$ cat config.mk
export PLATFORM = sky130hd
export DESIGN_NAME = sha256_byte_stream_hasher_top
export DESIGN_NICKNAME = d
export VERILOG_FILES = /design/src/shab_pkg.sv /design/src/sha256_byte_stream_hasher_top.sv /design/src/shab_datapath.sv /design/src/shab_controller.sv
export SDC_FILE = /design/constraint.sdc
export NUM_CORES = 2
export LEC_CHECK = 0
export BUFFER_PORTS_ARGS = -buffer_cell sky130_fd_sc_hd__buf_2
export CORE_MARGIN = 2
export CORE_UTILIZATION = 60
export DETAILED_ROUTE_END_ITERATION = 16
export PLACE_DENSITY = 0.76
export SLEW_MARGIN = 20
export SYNTH_ARGS = -nofsm -noshare
export SYNTH_HDL_FRONTEND = slang
export SYNTH_SLANG_ARGS = --single-unit
$ cat constraint.sdc
create_clock -name clock -period 17.73 [get_ports clock]
set_input_delay 1.773 -clock clock [delete_from_list [all_inputs] [get_ports clock]]
set_output_delay 1.773 -clock clock [all_outputs]
set_load 0.05 [all_outputs]
$ cat src/shab_pkg.sv
package shab_pkg;

   typedef enum logic [2:0] {
      ST_IDLE,
      ST_LOAD,
      ST_ROUND,
      ST_FOLD,
      ST_PAD,
      ST_EMIT
   } ctrl_state_type;

   // Commands from the controller to the datapath.
   typedef struct packed {
      logic       take_byte;   // write byte into the block buffer
      logic [7:0] fill_byte;   // byte value to write
      logic       count_byte;  // bump the message length
      logic       start_block; // copy hash words into round variables
      logic       do_round;    // run one round
      logic       fold;        // add round variables into hash words
      logic       reset_hash;  // restart hash and length for next message
      logic       load_out;    // load output register with part out_part
      logic [1:0] out_part;
   } dp_cmd_type;

   // Status from the datapath to the controller.
   typedef struct packed {
      logic [5:0] block_fill;
      logic [5:0] round_count;
      logic [63:0] bit_length;
   } dp_status_type;

   localparam logic [31:0] InitHash [8] = '{
      32'h6a09e667, 32'hbb67ae85, 32'h3c6ef372, 32'ha54ff53a,
      32'h510e527f, 32'h9b05688c, 32'h1f83d9ab, 32'h5be0cd19
   };

   localparam logic [31:0] RoundK [64] = '{
      32'h428a2f98, 32'h71374491, 32'hb5c0fbcf, 32'he9b5dba5,
      32'h3956c25b, 32'h59f111f1, 32'h923f82a4, 32'hab1c5ed5,
      32'hd807aa98, 32'h12835b01, 32'h243185be, 32'h550c7dc3,
      32'h72be5d74, 32'h80deb1fe, 32'h9bdc06a7, 32'hc19bf174,
      32'he49b69c1, 32'hefbe4786, 32'h0fc19dc6, 32'h240ca1cc,
      32'h2de92c6f, 32'h4a7484aa, 32'h5cb0a9dc, 32'h76f988da,
      32'h983e5152, 32'ha831c66d, 32'hb00327c8, 32'hbf597fc7,
      32'hc6e00bf3, 32'hd5a79147, 32'h06ca6351, 32'h14292967,
      32'h27b70a85, 32'h2e1b2138, 32'h4d2c6dfc, 32'h53380d13,
      32'h650a7354, 32'h766a0abb, 32'h81c2c92e, 32'h92722c85,
      32'ha2bfe8a1, 32'ha81a664b, 32'hc24b8b70, 32'hc76c51a3,
      32'hd192e819, 32'hd6990624, 32'hf40e3585, 32'h106aa070,
      32'h19a4c116, 32'h1e376c08, 32'h2748774c, 32'h34b0bcb5,
      32'h391c0cb3, 32'h4ed8aa4a, 32'h5b9cca4f, 32'h682e6ff3,
      32'h748f82ee, 32'h78a5636f, 32'h84c87814, 32'h8cc70208,
      32'h90befffa, 32'ha4506ceb, 32'hbef9a3f7, 32'hc67178f2
   };

   localparam logic [7:0] PadByte = 8'h80;
   localparam logic [5:0] LengthOffset = 6'd56;

   function automatic logic [31:0] rotr(input logic [31:0] x, input int unsigned n);
      rotr = (x >> n) | (x << (32 - n));
   endfunction

endpackage

$ cat src/sha256_byte_stream_hasher_top.sv
// SHA-256 hasher taking one message byte per item.
// A byte that does not complete a block is written to the block buffer; a byte
// that fills a 64-byte block also runs the one-round-per-cycle compressor.
// An end item pads one byte at a time, compressing each full block, then
// gives four 64-bit digest parts on consecutive cycles unless stalled.
// Synchronous reset restores the initial hash values and clears all counters.
module sha256_byte_stream_hasher_top (
   input  logic        clock,
   input  logic        reset,
   input  logic        req_valid,
   output logic        req_stall,
   input  logic [7:0]  req_data_byte,
   input  logic        req_byte_present,
   input  logic        req_message_end,
   output logic        rsp_valid,
   input  logic        rsp_stall,
   output logic [63:0] rsp_digest_part,
   output logic [1:0]  rsp_part_index,
   output logic        rsp_part_last
);

   shab_pkg::dp_cmd_type    cmd;
   shab_pkg::dp_status_type status;

   shab_controller u_ctrl (
      .clock            (clock),
      .reset            (reset),
      .req_valid        (req_valid),
      .req_stall        (req_stall),
      .req_data_byte    (req_data_byte),
      .req_byte_present (req_byte_present),
      .req_message_end  (req_message_end),
      .rsp_valid        (rsp_valid),
      .rsp_stall        (rsp_stall),
      .rsp_part_index   (rsp_part_index),
      .rsp_part_last    (rsp_part_last),
      .status           (status),
      .cmd              (cmd)
   );

   shab_datapath u_dp (
      .clock     (clock),
      .reset     (reset),
      .cmd       (cmd),
      .status    (status),
      .part_data (rsp_digest_part)
   );

endmodule

$ cat src/shab_datapath.sv
module shab_datapath (
   input  logic                   clock,
   input  logic                   reset,
   input  shab_pkg::dp_cmd_type   cmd,
   output shab_pkg::dp_status_type status,
   output logic [63:0]            part_data
);

   logic [31:0] hash_ff [8];
   logic [31:0] vars_ff [8];
   logic [31:0] win_ff [16];
   logic [63:0] len_ff;
   logic [5:0]  fill_ff;
   logic [5:0]  round_ff;
   logic [63:0] part_ff;

   logic [31:0] w_cur;
   logic [31:0] w15;
   logic [31:0] w2;
   logic [31:0] w_new;
   logic [31:0] t1;
   logic [31:0] t2;
   logic [3:0]  widx;
   logic [1:0]  bsel;

   assign widx = fill_ff[5:2];
   assign bsel = fill_ff[1:0];

   // Message schedule: first 16 rounds read the window, later ones extend it.
   always_comb begin
      w15 = win_ff[4'(round_ff[3:0] + 4'd1)];
      w2  = win_ff[4'(round_ff[3:0] + 4'd14)];
      w_new = win_ff[round_ff[3:0]]
         + (shab_pkg::rotr(w15, 7) ^ shab_pkg::rotr(w15, 18) ^ (w15 >> 3))
         + win_ff[4'(round_ff[3:0] + 4'd9)]
         + (shab_pkg::rotr(w2, 17) ^ shab_pkg::rotr(w2, 19) ^ (w2 >> 10));
      w_cur = (round_ff < 6'd16) ? win_ff[round_ff[3:0]] : w_new;
   end

   // One compression round.
   always_comb begin
      t1 = vars_ff[7]
         + (shab_pkg::rotr(vars_ff[4], 6) ^ shab_pkg::rotr(vars_ff[4], 11)
            ^ shab_pkg::rotr(vars_ff[4], 25))
         + ((vars_ff[4] & vars_ff[5]) ^ (~vars_ff[4] & vars_ff[6]))
         + shab_pkg::RoundK[round_ff] + w_cur;
      t2 = (shab_pkg::rotr(vars_ff[0], 2) ^ shab_pkg::rotr(vars_ff[0], 13)
            ^ shab_pkg::rotr(vars_ff[0], 22))
         + ((vars_ff[0] & vars_ff[1]) ^ (vars_ff[0] & vars_ff[2])
            ^ (vars_ff[1] & vars_ff[2]));
   end

   // Control counters and hash state.
   always_ff @(posedge clock) begin
      if (reset) begin
         fill_ff  <= '0;
         round_ff <= '0;
         len_ff   <= '0;
         for (int i = 0; i < 8; i++) hash_ff[i] <= shab_pkg::InitHash[i];
      end else begin
         if (cmd.take_byte) fill_ff <= fill_ff + 6'd1;
         if (cmd.count_byte) len_ff <= len_ff + 64'd1;
         if (cmd.do_round) round_ff <= round_ff + 6'd1;
         if (cmd.fold) begin
            for (int i = 0; i < 8; i++) hash_ff[i] <= hash_ff[i] + vars_ff[i];
         end
         if (cmd.reset_hash) begin
            len_ff <= '0;
            for (int i = 0; i < 8; i++) hash_ff[i] <= shab_pkg::InitHash[i];
         end
      end
   end

   // Block buffer, round variables and output word.
   always_ff @(posedge clock) begin
      if (cmd.take_byte) begin
         unique case (bsel)
            2'd0: win_ff[widx] <= {cmd.fill_byte, 24'd0};
            2'd1: win_ff[widx][23:16] <= cmd.fill_byte;
            2'd2: win_ff[widx][15:8] <= cmd.fill_byte;
            default: win_ff[widx][7:0] <= cmd.fill_byte;
         endcase
      end
      if (cmd.start_block) begin
         for (int i = 0; i < 8; i++) vars_ff[i] <= hash_ff[i];
      end
      if (cmd.do_round) begin
         if (round_ff >= 6'd16) win_ff[round_ff[3:0]] <= w_new;
         vars_ff[7] <= vars_ff[6];
         vars_ff[6] <= vars_ff[5];
         vars_ff[5] <= vars_ff[4];
         vars_ff[4] <= vars_ff[3] + t1;
         vars_ff[3] <= vars_ff[2];
         vars_ff[2] <= vars_ff[1];
         vars_ff[1] <= vars_ff[0];
         vars_ff[0] <= t1 + t2;
      end
      if (cmd.load_out) begin
         part_ff <= {hash_ff[{cmd.out_part, 1'b0}], hash_ff[{cmd.out_part, 1'b1}]};
      end
   end

   assign status.block_fill  = fill_ff;
   assign status.round_count = round_ff;
   assign status.bit_length  = {len_ff[60:0], 3'b000};
   assign part_data = part_ff;

endmodule

$ cat src/shab_controller.sv
module shab_controller (
   input  logic                    clock,
   input  logic                    reset,
   input  logic                    req_valid,
   output logic                    req_stall,
   input  logic [7:0]              req_data_byte,
   input  logic                    req_byte_present,
   input  logic                    req_message_end,
   output logic                    rsp_valid,
   input  logic                    rsp_stall,
   output logic [1:0]              rsp_part_index,
   output logic                    rsp_part_last,
   input  shab_pkg::dp_status_type status,
   output shab_pkg::dp_cmd_type    cmd
);

   shab_pkg::ctrl_state_type state_ff, state_in;
   logic       fin_ff, fin_in;     // padding is in progress
   logic       pad_ff, pad_in;     // 0x80 byte already written
   logic       len_phase_ff, len_phase_in; // length bytes are being written
   logic [1:0] part_ff, part_in;
   logic       out_valid_ff, out_valid_in;
   logic       accept;
   logic       out_take;
   logic [5:0] len_pos;

   assign req_stall = (state_ff != shab_pkg::ST_IDLE);
   assign accept    = req_valid && !req_stall;
   assign out_take  = out_valid_ff && !rsp_stall;
   assign len_pos   = status.block_fill - shab_pkg::LengthOffset;

   // Next state.
   always_comb begin
      state_in     = state_ff;
      fin_in       = fin_ff;
      pad_in       = pad_ff;
      len_phase_in = len_phase_ff;
      part_in      = part_ff;
      out_valid_in = out_valid_ff;
      if (out_take) out_valid_in = 1'b0;
      unique case (state_ff)
         shab_pkg::ST_IDLE: begin
            if (accept) begin
               fin_in = req_message_end;
               pad_in = 1'b0;
               len_phase_in = 1'b0;
               if (req_byte_present) state_in = shab_pkg::ST_LOAD;
               else if (req_message_end) state_in = shab_pkg::ST_PAD;
            end
         end
         shab_pkg::ST_LOAD: begin
            // One byte was written; a full block starts the rounds.
            if (status.block_fill == 6'd0) state_in = shab_pkg::ST_ROUND;
            else if (fin_ff) state_in = shab_pkg::ST_PAD;
            else state_in = shab_pkg::ST_IDLE;
         end
         shab_pkg::ST_ROUND: begin
            if (status.round_count == 6'd63) state_in = shab_pkg::ST_FOLD;
         end
         shab_pkg::ST_FOLD: begin
            if (fin_ff) state_in = shab_pkg::ST_PAD;
            else state_in = shab_pkg::ST_IDLE;
         end
         shab_pkg::ST_PAD: begin
            // Zero padding stops once the fill reaches the length offset.
            if (!pad_ff) pad_in = 1'b1;
            else if (status.block_fill == shab_pkg::LengthOffset) len_phase_in = 1'b1;
            if (len_phase_ff && status.block_fill == 6'd0) begin
               // Length block just finished: emit the digest.
               state_in = shab_pkg::ST_EMIT;
               part_in  = 2'd0;
            end else begin
               state_in = shab_pkg::ST_LOAD;
            end
         end
         shab_pkg::ST_EMIT: begin
            if (!out_valid_ff || out_take) begin
               out_valid_in = 1'b1;
               part_in = part_ff + 2'd1;
               if (part_ff == 2'd3) begin
                  state_in = shab_pkg::ST_IDLE;
                  fin_in = 1'b0;
               end
            end
         end
         default: state_in = shab_pkg::ST_IDLE;
      endcase
   end

   // Outputs.
   always_comb begin
      cmd = '0;
      unique case (state_ff)
         shab_pkg::ST_IDLE: begin
            if (accept && req_byte_present) begin
               cmd.take_byte  = 1'b1;
               cmd.fill_byte  = req_data_byte;
               cmd.count_byte = 1'b1;
            end
         end
         shab_pkg::ST_LOAD: begin
            if (status.block_fill == 6'd0) cmd.start_block = 1'b1;
         end
         shab_pkg::ST_ROUND: cmd.do_round = 1'b1;
         shab_pkg::ST_FOLD: cmd.fold = 1'b1;
         shab_pkg::ST_PAD: begin
            if (!(len_phase_ff && status.block_fill == 6'd0)) begin
               cmd.take_byte = 1'b1;
               if (!pad_ff) cmd.fill_byte = shab_pkg::PadByte;
               else if (len_phase_ff || status.block_fill == shab_pkg::LengthOffset)
                  cmd.fill_byte = status.bit_length[8 * (7 - len_pos[2:0]) +: 8];
               else cmd.fill_byte = 8'd0;
            end
         end
         shab_pkg::ST_EMIT: begin
            if (!out_valid_ff || out_take) begin
               cmd.load_out = 1'b1;
               cmd.out_part = part_ff;
               if (part_ff == 2'd3) cmd.reset_hash = 1'b1;
            end
         end
         default: ;
      endcase
   end

   // Result tag registers follow the datapath output word.
   logic [1:0] idx_ff;
   always_ff @(posedge clock) begin
      if (reset) begin
         state_ff     <= shab_pkg::ST_IDLE;
         fin_ff       <= 1'b0;
         pad_ff       <= 1'b0;
         len_phase_ff <= 1'b0;
         part_ff      <= '0;
         out_valid_ff <= 1'b0;
      end else begin
         state_ff     <= state_in;
         fin_ff       <= fin_in;
         pad_ff       <= pad_in;
         len_phase_ff <= len_phase_in;
         part_ff      <= part_in;
         out_valid_ff <= out_valid_in;
      end
      if (cmd.load_out) idx_ff <= cmd.out_part;
   end

   assign rsp_valid      = out_valid_ff;
   assign rsp_part_index = idx_ff;
   assign rsp_part_last  = (idx_ff == 2'd3);

endmodule
==> key figures <==
Yosys
  • Synth Cell Area: 82800 um^2
  • Ys async rst share: 0%
  • Number of flops mapped to enable cells by yosys: 962
  • Post-Synth Adder-Cell Area: 11.1%
  • Synthesized instance count: 7480
  • Synth Area in XOR/XNOR: 6.64%
  • Syn Nets: 8096
  • Netlist cell types: 87
  • Mux contribution to synthesized area: 16.1%
  • Post-synth top area cell: edfxtp_1
  • Primary FF master, synth: edfxtp_1
  • Combinational family with the most area after synthesis: multiplexers
  • Post-synth top cells: nand2_1 (1059), edfxtp_1 (962), mux4_2 (517)
  • Synthesis-stage register bit count: 1176
  • Seq/Total Area, Yosys: 40.0%
  • Area contributors post-synth: edfxtp_1 (35%), mux4_2 (14%), ha_1 (6.1%)
  • Most numerous cell in the Yosys netlist: nand2_1
  • Ys Warns: 0
  • Yosys top cell area share: 34.9%
  • Compound-Gate Fraction of Synth Area: 12.1%
  • Post-Syn Area per Cell: 11.1 um^2
  • Synth Area in Simple Gates: 10.6%

Global route
  • Vias in the first global route: 63072
  • Initial antenna violation count: 6
  • First-pass GRT wire length: 418000 um
  • Largest net degree at the start of global routing: 182
  • Gr ovfl total: 0
  • Gr usage total: 40.4%

Clock network
  • CTS root buf: clkbuf_16
  • CTS tree: built
  • H-tree levels: 4
  • Hold_buf cts: 0
  • Total CTS buffers: 133
  • Setup Fix Bufs, Post-CTS: 0
  • Resize count post-CTS: 0
  • Clk slew on worst S/H paths: 60 ps
  • Clk sink count: 1176
  • Clk_lat worst skew: 800 ps
  • CTS max path bufs: 3

Die
  • Die Y: 376 um
  • Die Area: 141000 um^2
  • Initial Utilization: 60.3%
  • Die X-Extent: 376 um
  • Core ar.: 137000 um^2
  • Rows: 136
  • I/O pins: 83

STA
  • Worst Clk Skew: 41.0 ps
  • Pins Over Slew Limit: 0
  • Hold WS: 487 ps
  • FMAX: 0.0710 GHz
  • Tcrit/Tclk final: 79.5%
  • Max transition margin: 15.6%
  • RSZ-0062 raised after global routing: false
  • Minimum clock period: 14090 ps
  • Final Setup Violations: 0
  • Final Hold Fails: 0
  • Worst-margin pin slew: 1260 ps
  • Fin Setup TNS: 0 ps

Critical path
  • Slowest stage delay, CP: 800 ps
  • Capturing point of the worst reg2reg path: u_dp.vars_ff[0][30]$_DFFE_PP_
  • WS Path Type: reg -> reg
  • Crit path capture type: flop
  • Startpoint Class: flop
  • Crit path max fanout: 116
  • RR Startpoint: u_dp.round_ff[1]$_SDFFE_PP0P_
  • Crit path required time: 18210 ps
  • R2R setup slack: 3640 ps
  • Critical path arrival: 14580 ps
  • Slowest cell on crit path: ha_4
  • Cells on worst reg2reg path: 49

Worst hold path
  • Hold path cells: 2
  • Hold EP: u_dp.hash_ff[2][11]$_SDFFE_PP0P_
  • Worst hold path type: reg -> reg
  • Worst hold start: u_dp.hash_ff[2][11]$_SDFFE_PP0P_

Placed design
  • GP Congestion: 1.01
  • Dpl hpwl: 203000 um
  • Port-buffer cells: 82

Routing
  • Post-route ant nets: 0
  • Routed vias/inst: 6.98
  • Via Count: 64811
  • Total Wirelength: 287000 um
  • DRC: 0
  • First-pass DRT Iterations: 6
  • Initial DRC count: 8751
  • WL/cell: 30.9 um

Job
  • Max-cap violations: 0

Final layout
  • Fillers: 10350
  • Layout cells sized above 1: 13.5%
  • Core Util, Final: 65.1%
  • Synth-to-Final Area Change: 7.85%
  • FF+latch area: 33200 um^2
  • Nets@finish: 7996
  • Multi-input gate area: 47000 um^2

Outcome
  • Status: finished clean
==> how the worst max path moves through the flow <==
stage               depth (start not counted)                          start                            end  slack, ps
floorplan                                   8   u_dp.fill_ff[1]$_SDFFE_PP0P_   u_dp.vars_ff[0][0]$_DFFE_PP_       2910
global placement                           47  u_dp.round_ff[0]$_SDFFE_PP0P_  u_dp.vars_ff[0][30]$_DFFE_PP_       4000
detailed placement                         45  u_dp.round_ff[0]$_SDFFE_PP0P_  u_dp.vars_ff[0][30]$_DFFE_PP_       3920
CTS                                        46  u_dp.round_ff[0]$_SDFFE_PP0P_  u_dp.vars_ff[0][30]$_DFFE_PP_       3920
global route                               47  u_dp.round_ff[0]$_SDFFE_PP0P_  u_dp.vars_ff[0][30]$_DFFE_PP_       3050
finish                                     49  u_dp.round_ff[1]$_SDFFE_PP0P_  u_dp.vars_ff[0][30]$_DFFE_PP_       3640
==> registers in the layout (all words and copies together) (netlist names), named ones only <==
| name | flops |
|---|---|
| rsp_digest_part | 64 |
| u_ctrl.fin_ff | 1 |
| u_ctrl.len_phase_ff | 1 |
| u_ctrl.pad_ff | 1 |
| u_ctrl.part_ff | 2 |
| u_ctrl.rsp_part_index | 2 |
| u_ctrl.rsp_valid | 1 |
| u_ctrl.state_ff | 3 |
| u_dp.fill_ff | 6 |
| u_dp.hash_ff | 256 |
| u_dp.len_ff | 61 |
| u_dp.round_ff | 6 |
| u_dp.vars_ff | 256 |
| u_dp.win_ff | 512 |
==> logic make-up (layout without fill, tap and decap cells) <==
family | count (synthesis) | after routing
AOI/OAI and AO/OA | 1597 | 1597
xor gates and xnor gates | 624 | 624
adders and majority gates | 620 | 620
buffers and inverters | 757 | 763
DFF | 1176 | 1176
muxes | 683 | 683
other | 0 | 5
and+or+nand+nor | 2023 | 2023
==> metal layers <==
layer,global-route usage [%],part of all wire (%),up-vias
li1,-,-,27508
met1,50.2,35,31659
met2,64.0,46,4702
met3,9.52,11,942
met4,25.8,7.8,0
met5,0,0,-
==> placed cells by master, fill, tap and decap left out, types with 20 or more instances in the layout <==
| master | synthesis | layout |
|---|---|---|
| nor2_2 | 0 | 20 |
| o22ai_1 | 22 | 21 |
| dfxtp_1 | 214 | 204 |
| o21ai_0 | 422 | 414 |
| xor2_1 | 237 | 237 |
| or3_1 | 48 | 48 |
| nand2_1 | 1059 | 1057 |
| xnor2_1 | 384 | 384 |
| a211oi_1 | 52 | 52 |
| and2_1 | 25 | 24 |
| clkbuf_16 | 0 | 134 |
| o211ai_1 | 44 | 44 |
| mux4_2 | 517 | 517 |
| a21oi_1 | 459 | 455 |
| o221ai_1 | 71 | 71 |
| ha_1 | 407 | 404 |
| nand4_1 | 27 | 27 |
| nand2b_1 | 70 | 70 |
| o31ai_1 | 26 | 26 |
| nor2b_1 | 42 | 42 |
| a31oi_1 | 33 | 33 |
| fa_1 | 195 | 195 |
| buf_4 | 2 | 106 |
| nand3_1 | 105 | 105 |
| and3_1 | 38 | 38 |
| clkbuf_1 | 339 | 32 |
| nor3_1 | 93 | 93 |
| buf_2 | 11 | 82 |
| inv_1 | 326 | 323 |
| o21bai_1 | 44 | 44 |
| nor2_1 | 435 | 412 |
| mux2i_1 | 158 | 158 |
| edfxtp_1 | 962 | 962 |
| or2_2 | 29 | 27 |
| o21a_1 | 45 | 45 |
| a21o_1 | 203 | 202 |
==> through the flow <==
stage / worst slack [ps] / area [um^2] / cells
final: 3640 / 89300 / 9285
after global routing: 3050 / 89300 / 9280
after CTS: 3920 / 89300 / 9279
after detailed placement: 3920 / 84900 / 9038
after global placement: 4000 / 84900 / 9037
after floorplan: 2910 / 82800 / 7480
==> worst max-delay path, delay by kind of cell (launching register included) <==
family	cells	cell delay (ps)
AO/OA/AOI/OAI	18	4300
adder cells (fa/ha/maj)	9	4090
buffers and inverters	7	1410
multiplexers	3	1210
XOR/XNOR	5	1160
flip-flops	1	720
AND/OR/NAND/NOR	7	690
==> final cells by class <==
type                       count  area share, %
multi-input combinational   5547           52.6
sequential                  1176           37.2
clock buffer                 170           3.94
tap                         1794           2.51
timing repair buffer         194           1.48
inverter                     328           1.38
clock inverter                71          0.937
antenna                        5         0.0140
Power is left out: the tool's default activity adds up to more than one toggle a clock period on the data nets, which glitch-free logic cannot reach.
